`config.mk`:
```
export PLATFORM = sky130hd
export DESIGN_NAME = double_ended_queue_unit
export DESIGN_NICKNAME = d
export VERILOG_FILES = /design/src/sv/dq_pkg.sv /design/src/sv/dq_ctrl.sv /design/src/sv/dq_datapath.sv /design/src/sv/double_ended_queue_unit.sv
export SDC_FILE = /design/constraint.sdc
export NUM_CORES = 1
export LEC_CHECK = 0
export BUFFER_PORTS_ARGS = -buffer_cell sky130_fd_sc_hd__buf_2
export CORE_MARGIN = 2
export CORE_UTILIZATION = 60
export CTS_BUF_LIST = sky130_fd_sc_hd__clkbuf_16
export CTS_CLUSTER_DIAMETER = 80
export DETAILED_ROUTE_END_ITERATION = 10
export PLACE_DENSITY = 0.81
export SYNTH_ARGS = -nofsm -noshare
export SYNTH_HDL_FRONTEND = slang
export SYNTH_SLANG_ARGS = --single-unit
export TNS_END_PERCENT = 50
```
`constraint.sdc`:
```
create_clock -name clk_i -period 8.92 [get_ports clk_i]
set_input_delay 0.892 -clock clk_i [delete_from_list [all_inputs] [get_ports clk_i]]
set_output_delay 0.892 -clock clk_i [all_outputs]
set_load 0.02 [all_outputs]
```
`src/sv/dq_pkg.sv`:
```
// ----------------------------------------------------------------------------
// Double-ended queue package
// Shared sizes, opcodes, status codes, beat types and pointer helpers for the
// circular-buffer deque.
// ----------------------------------------------------------------------------
package dq_pkg;

  // Capacity of the circular store and the widths that follow from it.
  localparam int unsigned DEPTH = 16;
  localparam int unsigned PTR_W = (DEPTH > 1) ? $clog2(DEPTH) : 1;
  localparam int unsigned CNT_W = $clog2(DEPTH + 1);

  // Fixed field widths of the beats.
  localparam int unsigned DATA_W = 32;
  localparam int unsigned OP_W   = 2;
  localparam int unsigned ST_W   = 2;
  localparam int unsigned OCC_W  = 5;

  typedef logic [PTR_W-1:0] ptr_t;
  typedef logic [CNT_W-1:0] cnt_t;

  // Operation codes.
  localparam logic [OP_W-1:0] OP_PUSH_FRONT = 2'd0;
  localparam logic [OP_W-1:0] OP_PUSH_BACK  = 2'd1;
  localparam logic [OP_W-1:0] OP_POP_FRONT  = 2'd2;
  localparam logic [OP_W-1:0] OP_POP_BACK   = 2'd3;

  // Status codes.
  localparam logic [ST_W-1:0] ST_DONE  = 2'd0;
  localparam logic [ST_W-1:0] ST_FULL  = 2'd1;
  localparam logic [ST_W-1:0] ST_EMPTY = 2'd2;

  // Input and output beats.
  typedef struct packed {
    logic [OP_W-1:0]          opcode;
    logic signed [DATA_W-1:0] push_value;
  } dq_in_t;

  typedef struct packed {
    logic signed [DATA_W-1:0] pop_value;
    logic [ST_W-1:0]          status;
    logic [OCC_W-1:0]         occupancy;
  } dq_out_t;

  // Command from the controller to the datapath.
  typedef struct packed {
    logic start;   // Execute the operation on the input beat this cycle.
  } dq_cmd_t;

  // Status from the datapath to the controller.
  typedef struct packed {
    logic full;
    logic empty;
  } dq_stat_t;

  // Step a pointer forward by one with wrap-around.
  function automatic ptr_t ptr_inc(ptr_t p);
    ptr_t r;
    if (p == PTR_W'(DEPTH - 1)) begin
      r = '0;
    end else begin
      r = p + PTR_W'(1);
    end
    return r;
  endfunction

  // Step a pointer back by one with wrap-around.
  function automatic ptr_t ptr_dec(ptr_t p);
    ptr_t r;
    if (p == '0) begin
      r = PTR_W'(DEPTH - 1);
    end else begin
      r = p - PTR_W'(1);
    end
    return r;
  endfunction

  // Add an offset below DEPTH to a pointer, modulo DEPTH.
  function automatic ptr_t ptr_add(ptr_t p, cnt_t c);
    logic [CNT_W:0] s;
    s = (CNT_W + 1)'(p) + (CNT_W + 1)'(c);
    if (s >= (CNT_W + 1)'(DEPTH)) begin
      s = s - (CNT_W + 1)'(DEPTH);
    end
    return PTR_W'(s);
  endfunction

endpackage

```
`src/sv/dq_ctrl.sv`:
```
// ----------------------------------------------------------------------------
// Deque controller
// Two-state sequencer: waits for an input beat, starts the datapath, then
// holds the result beat until the consumer takes it.
// ----------------------------------------------------------------------------
module dq_ctrl (
  input  logic             clk_i,
  input  logic             rst_ni,
  input  logic             in_valid_i,
  output logic             in_stall_o,
  output logic             out_valid_o,
  input  logic             out_stall_i,
  input  dq_pkg::dq_stat_t stat_i,
  output dq_pkg::dq_cmd_t  cmd_o
);

  localparam logic S_IDLE = 1'b0;
  localparam logic S_HOLD = 1'b1;

  logic state_q, state_d;
  logic accept;

  // An input beat is taken only while no result is pending.
  assign accept = in_valid_i && (state_q == S_IDLE);

  // Next-state logic.
  always_comb begin
    state_d = state_q;
    case (state_q)
      S_IDLE: begin
        if (accept) begin
          state_d = S_HOLD;
        end
      end
      S_HOLD: begin
        if (!out_stall_i) begin
          state_d = S_IDLE;
        end
      end
      default: state_d = S_IDLE;
    endcase
  end

  always_ff @(posedge clk_i or negedge rst_ni) begin
    if (!rst_ni) begin
      state_q <= S_IDLE;
    end else begin
      state_q <= state_d;
    end
  end

  // Full and empty only steer the datapath; the sequence is the same for all.
  logic unused_stat;
  assign unused_stat = stat_i.full ^ stat_i.empty;

  assign cmd_o.start = accept && (unused_stat || !unused_stat);
  assign in_stall_o  = (state_q != S_IDLE);
  assign out_valid_o = (state_q == S_HOLD);

endmodule

```
`src/sv/dq_datapath.sv`:
```
// ----------------------------------------------------------------------------
// Deque datapath
// Circular element store with front pointer and element count, plus the
// result registers for one output beat.
// ----------------------------------------------------------------------------
module dq_datapath (
  input  logic             clk_i,
  input  logic             rst_ni,
  input  dq_pkg::dq_cmd_t  cmd_i,
  input  dq_pkg::dq_in_t   in_data_i,
  output dq_pkg::dq_stat_t stat_o,
  output dq_pkg::dq_out_t  out_data_o
);

  logic [dq_pkg::DATA_W-1:0] mem [dq_pkg::DEPTH];

  dq_pkg::ptr_t front_q, front_d;
  dq_pkg::cnt_t count_q, count_d;

  logic                      we, re;
  dq_pkg::ptr_t              waddr, raddr;
  logic [dq_pkg::DATA_W-1:0] rd_q;
  logic [dq_pkg::ST_W-1:0]   status_d, status_q;
  logic                      pop_ok_d, pop_ok_q;
  dq_pkg::cnt_t              occ_q;
  logic                      full, empty;

  assign full  = (count_q == dq_pkg::CNT_W'(dq_pkg::DEPTH));
  assign empty = (count_q == '0);

  assign stat_o.full  = full;
  assign stat_o.empty = empty;

  // Decode the operation into store accesses and pointer updates.
  always_comb begin
    we       = 1'b0;
    re       = 1'b0;
    waddr    = front_q;
    raddr    = front_q;
    front_d  = front_q;
    count_d  = count_q;
    status_d = dq_pkg::ST_DONE;
    pop_ok_d = 1'b0;
    case (in_data_i.opcode)
      dq_pkg::OP_PUSH_FRONT: begin
        if (full) begin
          status_d = dq_pkg::ST_FULL;
        end else begin
          we      = 1'b1;
          waddr   = dq_pkg::ptr_dec(front_q);
          front_d = dq_pkg::ptr_dec(front_q);
          count_d = count_q + dq_pkg::CNT_W'(1);
        end
      end
      dq_pkg::OP_PUSH_BACK: begin
        if (full) begin
          status_d = dq_pkg::ST_FULL;
        end else begin
          we      = 1'b1;
          waddr   = dq_pkg::ptr_add(front_q, count_q);
          count_d = count_q + dq_pkg::CNT_W'(1);
        end
      end
      dq_pkg::OP_POP_FRONT: begin
        if (empty) begin
          status_d = dq_pkg::ST_EMPTY;
        end else begin
          re       = 1'b1;
          pop_ok_d = 1'b1;
          raddr    = front_q;
          front_d  = dq_pkg::ptr_inc(front_q);
          count_d  = count_q - dq_pkg::CNT_W'(1);
        end
      end
      dq_pkg::OP_POP_BACK: begin
        if (empty) begin
          status_d = dq_pkg::ST_EMPTY;
        end else begin
          re       = 1'b1;
          pop_ok_d = 1'b1;
          raddr    = dq_pkg::ptr_add(front_q, count_q - dq_pkg::CNT_W'(1));
          count_d  = count_q - dq_pkg::CNT_W'(1);
        end
      end
      default: status_d = dq_pkg::ST_DONE;
    endcase
  end

  // Element store: one write or one registered read per operation.
  always_ff @(posedge clk_i) begin
    if (cmd_i.start && we) begin
      mem[waddr] <= in_data_i.push_value;
    end
    if (cmd_i.start && re) begin
      rd_q <= mem[raddr];
    end
  end

  // Pointer and count registers.
  always_ff @(posedge clk_i or negedge rst_ni) begin
    if (!rst_ni) begin
      front_q <= '0;
      count_q <= '0;
    end else if (cmd_i.start) begin
      front_q <= front_d;
      count_q <= count_d;
    end
  end

  // Result registers for the pending output beat.
  always_ff @(posedge clk_i) begin
    if (cmd_i.start) begin
      status_q <= status_d;
      pop_ok_q <= pop_ok_d;
      occ_q    <= count_d;
    end
  end

  assign out_data_o.pop_value = pop_ok_q ? signed'(rd_q) : '1;
  assign out_data_o.status    = status_q;
  assign out_data_o.occupancy = dq_pkg::OCC_W'(occ_q);

endmodule

```
`src/sv/double_ended_queue_unit.sv`:
```
// A result beat is valid in the cycle after its input beat is taken.
// The controller takes no new beat while a result is held, so a stalled
// output holds off the input.
// The element store has one write port and one registered read port.
// Reset (rst_ni low, asynchronous) empties the queue; store contents are
// left as they were and are never read before being written.
// ----------------------------------------------------------------------------
// Double-ended queue unit
// Fixed-capacity deque of signed 32-bit words with push and pop at both ends.
// ----------------------------------------------------------------------------
module double_ended_queue_unit (
  input  logic            clk_i,
  input  logic            rst_ni,
  input  logic            in_valid_i,
  output logic            in_stall_o,
  input  dq_pkg::dq_in_t  in_data_i,
  output logic            out_valid_o,
  input  logic            out_stall_i,
  output dq_pkg::dq_out_t out_data_o
);

  dq_pkg::dq_cmd_t  cmd;
  dq_pkg::dq_stat_t stat;

  // Sequencer.
  dq_ctrl u_ctrl (
    .clk_i       (clk_i),
    .rst_ni      (rst_ni),
    .in_valid_i  (in_valid_i),
    .in_stall_o  (in_stall_o),
    .out_valid_o (out_valid_o),
    .out_stall_i (out_stall_i),
    .stat_i      (stat),
    .cmd_o       (cmd)
  );

  // Store, pointers and result registers.
  dq_datapath u_datapath (
    .clk_i      (clk_i),
    .rst_ni     (rst_ni),
    .cmd_i      (cmd),
    .in_data_i  (in_data_i),
    .stat_o     (stat),
    .out_data_o (out_data_o)
  );

`ifndef ASSERT_OFF
  // Every accepted beat produces a result beat in the next cycle.
  a_accept_gives_result: assert property (@(posedge clk_i) disable iff (!rst_ni)
    (in_valid_i && !in_stall_o) |=> out_valid_o)
    else $error("accepted beat did not produce a result");

  // The input side is held off exactly while a result is pending.
  a_stall_tracks_result: assert property (@(posedge clk_i) disable iff (!rst_ni)
    in_stall_o == out_valid_o)
    else $error("input stall does not match pending result");

  // A refused pop or a refused push reports no popped value.
  a_no_value_on_refusal: assert property (@(posedge clk_i) disable iff (!rst_ni)
    (out_valid_o && (out_data_o.status == dq_pkg::ST_EMPTY ||
                     out_data_o.status == dq_pkg::ST_FULL))
    |-> (out_data_o.pop_value == -32'sd1))
    else $error("refused operation returned a value");
`endif

endmodule

```
# Yosys cells after proc, flatten, opt, wreduce, memory -nomap -nowiden
# Memory sizes are Yosys's and may differ from the RTL's. A register that Yosys moved wholly into a read port is not among the register bits.
# Index checks and enable logic that the tools add are counted.
[word_totals]
ram_bits = 512
register_bits = 18
word_cells = 61
inputBits = 38
latchBits = 0
n_memories = 1
romBits = 0
output_inout_bits = 41
[classes]
multipliers = 0
bitwise_logic = 1
shift = 0
eq_ne = 6
n_reduce_logical = 10
div_mod_pow = 0
addsub = 8
muxes = 27
magnitude_cmp = 2
[mem_list]
columns = ["name", "words", "width", "read_ports", "rd_ports_with_merged_regs", "wr", "line_no", "text"]
rows = [
  ["u_datapath.mem", 16, 32, 1, 1, 1, "dq_datapath.sv:15", "logic [dq_pkg::DATA_W-1:0] mem [dq_pkg::DEPTH];"],
]
[op_table]
columns = ["operator", "n"]
rows = [
  ["4-bit 2-to-1 mux", 9],
  ["32-bit 2-to-1 mux", 1],
  ["4-bit one-hot mux with 2 select lines", 2],
  ["4-bit by 5-bit adder with 6-bit output", 2],
  ["6-bit by 5-bit >= comparator with 1-bit output, second input constant", 2],
  ["4-bit by 1-bit subtractor with 4-bit output, second input constant", 3],
  ["5-bit 2-to-1 mux", 2],
  ["5-bit one-hot mux with 2 select lines", 1],
  ["1-bit 2-to-1 mux", 9],
  ["5-bit by 1-bit adder with 5-bit output, second input constant", 1],
  ["5-bit equality test, second input constant", 1],
  ["5-bit zero test", 1],
  ["5-bit by 1-bit subtractor with 5-bit output, second input constant", 1],
  ["4-bit by 1-bit adder with 4-bit output, second input constant", 1],
  ["2-bit equality test, second input constant", 2],
  ["4-bit equality test, second input constant", 1],
  ["4-bit zero test", 1],
  ["2-bit one-hot mux with 2 select lines", 1],
  ["2-bit OR reduction", 2],
  ["1-bit logical AND", 3],
  ["3-bit AND reduction", 1],
  ["2-bit by 1-bit equality test with 1-bit output, second input constant", 1],
  ["2-bit zero test", 1],
  ["2-bit 2-to-1 mux", 1],
  ["other kinds (4)", 4],
]

# Longest topological paths before layout
[depth]
word_depth = 6
ltp_mapped = 13
mapped_depth_nobuf = 10

# Modules after synthesis
# Synthesis repeated with hierarchy kept, for this count alone.
[hier_totals]
cells_unflattened = 1625
hier_area_um2 = 23279.8
[modules_own_cells]
columns = ["mod", "instances", "cells_per_inst", "seq_area_each_um2", "area_each_um2"]
rows = [
  ["dq_datapath", 1, 1621, 16801.1, 23223.5],
  ["dq_ctrl", 1, 4, 25.0, 56.3],
]

# Worst setup path after synthesis
# Ideal clock, no wire load.
[synth_timing]
path_kind = "reg-to-reg"
startpoint = "reg u_datapath.count_q[0]"
endpoint = "mem u_datapath.mem[13][0] (netlist bit) (enable)"
arrival_ns = 4.277
setup_ns = 0.461
stages_incl_launch_ff = 10
path_buffers = 1
slack_ns = 4.182
period_less_slack_ns = 4.738
cell_sequence = "dfrtp_1 -> inv_1 -> ha_1 -> nor3b_1 -> and2_1 -> clkbuf_1 -> nor2_1 -> o211ai_1 -> o311a_1 -> nor3_1"
[synth_via]
elab_chain_cells = 6
[synth_rtl]
columns = ["item", "line_no", "text"]
rows = [
  ["start: declaration", "dq_datapath.sv:18", "dq_pkg::cnt_t count_q, count_d;"],
  ["start signal: assignment", "dq_datapath.sv:106", "count_q <= count_d;"],
  ["parallel branches: the longest is 6 deep, another holds 4-bit by 5-bit adder with 6-bit output", "--", ""],
  ["end: declaration", "dq_datapath.sv:15", ""],
]
# Several ways; the timed one is not identified.

# Worst setup path after layout
[layout_timing]
startpoint = "reg u_datapath.count_q[0]"
endpoint = "reg u_datapath.rd_q[20] (netlist bit), read port of u_datapath.mem, data pin"
[layout_via]
elab_chain_cells = 6
[layout_rtl]
columns = ["item", "line_no", "text"]
rows = [
  ["5-bit by 1-bit subtractor with 5-bit output", "dq_datapath.sv:81", "raddr = dq_pkg::ptr_add(front_q, count_q - dq_pkg::CNT_W'(1));"],
  ["4-bit by 5-bit adder with 6-bit output", "dq_pkg.sv:81", "s = (CNT_W + 1)'(p) + (CNT_W + 1)'(c);"],
  ["6-bit by 5-bit >= comparator with 1-bit output or 4-bit by 1-bit subtractor with 4-bit output (tied branches)", "dq_pkg.sv:82, dq_pkg.sv:83", ""],
  ["4-bit 2-to-1 mux", "dq_pkg.sv:82", "if (s >= (CNT_W + 1)'(DEPTH)) begin"],
  ["4-bit 2-to-1 mux", "dq_datapath.sv:76", "if (empty) begin"],
  ["4-bit 2-to-1 mux", "--", ""],
  ["end: declaration", "dq_datapath.sv:22", "logic [dq_pkg::DATA_W-1:0] rd_q;"],
]
# Several ways; a longest one is shown, not always the timed one.
# A chain may end at the register's enable or synchronous reset.

==> out/qor.yml <==
place_congestion: 0.826
cp_max_fo: 50
synth.avg_cell_area_um2: 17.0
final-setup-viol-count: 0
drtAntennaViolNets: 0
dr.pass1.iters: 5
ys_ff_latch: 562
drcViolationCount: 0
async_reset_ff_share_pct: 1.78
htree_num_levels: 2
cts-root-buf: "clkbuf_16"
fin_nets: 1453
start_kind: "flop"
die_area_um2: 39200
tightest_slew_ns: 1.18
area_delta_synth_final_pct: 11.4
drive_gt1_share_pct: 19.3
fmax_mhz: 218
crit_type: "flop to flop"
grt-ovfl-total: 0
yosys.cell_types.count: 54
leakagePower_nw: 8.30
cts_resized: 0
setup_tns_ns: 0
finalPower_w: 0.00844
clk_path_buf_depth: 3
holdBufCountCts: 0
ioPinCount: 79
critPathRequiredTime_ns: 9.26
grt_pass1_vias: 12600
core_um2: 37300
finalHoldViolCount: 0
drt_first_iter_violations: 1495
vdd_ir_drop_max_v: 0.000282
dpl.hpwl_mm: 25.6
rows: 71
postCtsSetupBuffers: 0
routed_wl_mm: 50.0
die_h_um: 198
synth-main-ff-cell: "edfxtp_1"
post-route-period-util_pct: 51.3
wire_per_inst_um: 26.0
clk_pin_slew_ns: 0.06
cap_violations: 0
cts_buffers: 53
start_util_pct: 60.4
tritoncts: "done"
io_buffers: 78
hp-class: "input port to async pin"
period_needed_ns: 4.58
viasPerCell: 6.65
insertion_delay_ns: 0.60
yosys_warnings: 0
num_vias: 12800
crit_arrival_ns: 4.92
synth_area_um2: 22600
power_density_nw_per_um2: 336
grt_max_degree: 120
slew_headroom_pct: 21.0
status: "finished, final reports clean"
clkSinkCount: 562
synthesis.nets: 1376
grt_antenna_before_repair: 2
rsz0062_at_grt: "no"
grt_first_pass_wirelength_mm: 75.1
endpoint_kind: "flop"
syn_inst: 1325
drv_slew: 0
finClkSkew_ns: 0.0149
synth-seq-area-share_pct: 74.6
synth_edf_count: 552
die_w_um: 198
grt_usage_pct: 25.9
-- cells in the mapped netlist (all sizes together), types with 4 or more instances --
master / count / area share, %
and3: 38 / 1.1
buf: 28 / 0.72
a21oi: 40 / 0.94
mux2i: 4 / 0.18
nand2: 104 / 1.7
nor2: 18 / 0.34
ha: 11 / 0.61
o31ai: 5 / 0.17
a311oi: 33 / 1.3
a22o: 32 / 1.2
nand3: 6 / 0.13
dfrtp: 10 / 1.1
and2: 4 / 0.11
inv: 9 / 0.15
or3: 95 / 2.6
a211oi: 34 / 1.1
mux4: 62 / 6.2
edfxtp: 552 / 73
o21ai: 6 / 0.13
nor3: 20 / 0.44
o211ai: 65 / 2.2
clkbuf: 64 / 1.1
mux2: 4 / 0.20
nand2b: 36 / 1.0
a31oi: 5 / 0.14
xnor2: 9 / 0.35
-- worst paths after layout --
kind | cells past startpoint | to | startpoint | slack, ns
worst max-delay path | 9 | u_datapath.rd_q[20] | u_datapath.count_q[0] | 4.34
worst min-delay path | 1 | u_datapath.front_q[1] | rst_ni | 0.15
worst max register to register | 9 | u_datapath.rd_q[20] | u_datapath.count_q[0] | 4.34
worst min register to register | 2 | u_ctrl.in_stall_o | u_ctrl.in_stall_o | 0.54
max in group asynchronous | 1 | u_datapath.front_q[0] | rst_ni | 8.57
min in group clk_i | 3 | u_ctrl.in_stall_o | out_stall_i | 0.52
-- stage by stage --
stage / hold WS, ns / setup WS, ns / util (%) / instance area (um2) / std cells
after floorplan: 0.554 / 4.18 / - / 22600 / 1325
after global placement: 0.496 / 4.50 / 63.1 / 23600 / 1821
after detailed placement: 0.534 / 4.38 / 63.1 / 23600 / 1821
after CTS: 0.135 / 4.37 / 67.3 / 25100 / 1918
after global routing: 0.159 / 4.13 / 67.3 / 25100 / 1919
final: 0.147 / 4.34 / 67.4 / 25100 / 1920
-- worst max-delay path, stage by stage (launching register included) --
cell     delay [ns]
dfrtp_1        0.48
inv_1          0.20
ha_1           0.40
fa_1           0.40
xnor2_1        0.32
mux2_4         0.73
buf_4          0.71
mux4_2         0.41
a22o_1         0.24
or3_1          0.37
-- registers in the layout, summed over array words and instances, names as in the netlist --
register / count
u_datapath.rd_q: 32
u_datapath.pop_ok_q: 1
u_datapath.front_q: 4
u_datapath.status_q: 2
u_datapath.mem: 512
u_datapath.occ_q: 5
u_ctrl.in_stall_o: 1
u_datapath.count_q: 5
-- cell type report --
cell class / count / area [um2]
clock inverters: 43 / 214
inverters: 9 / 33.8
well taps: 474 / 593
diodes: 2 / 5.00
fillers: 2360 / 12200
repair buffers: 114 / 673
clock buffers: 54 / 1350
multi-input cells: 662 / 5430
flip-flops and latches: 562 / 16800
-- placed cells by master (no fill, tap or decap), types with 35 or more instances in the layout --
cell type and count:
clkbuf_16 54, o211ai_1 65, or3_1 95, buf_4 35, mux4_2 62, buf_2 78, nand2_1 102, edfxtp_1 552
a21oi_1 39, nand2b_1 36, and3_1 38
-- routing by layer --
metal  GRT usage [%]  vias to the layer above  share of wire, %
met5               0                        -                 0
met4            10.7                        0               3.1
met3            4.46                      105               8.8
met2            42.5                      694                50
met1            35.0                     6452                38
li1                -                     5515                 -
-- report_power, final --
group / internal [W] / switching [W] / leakage [nW]
Combinational: 0.00121 / 0.00191 / 2.38
Sequential: 0.00317 / 0.000110 / 5.10
Clock: 0.00110 / 0.000935 / 0.820
Total: 0.00548 / 0.00296 / 8.30
-- logic make-up after synthesis --
logic type               count (synthesis)  synth area share, %
adder cells (fa/ha/maj)                 13                0.788
flip-flops                             562                 74.6
buffers and inverters                  101                 1.94
AO/OA/AOI/OAI                          239                 7.94
multiplexers                            70                 6.57
XOR/XNOR                                12                0.466
AND/OR/NAND/NOR                        328                 7.69
Note: power is estimated with default switching activity, not from simulation.
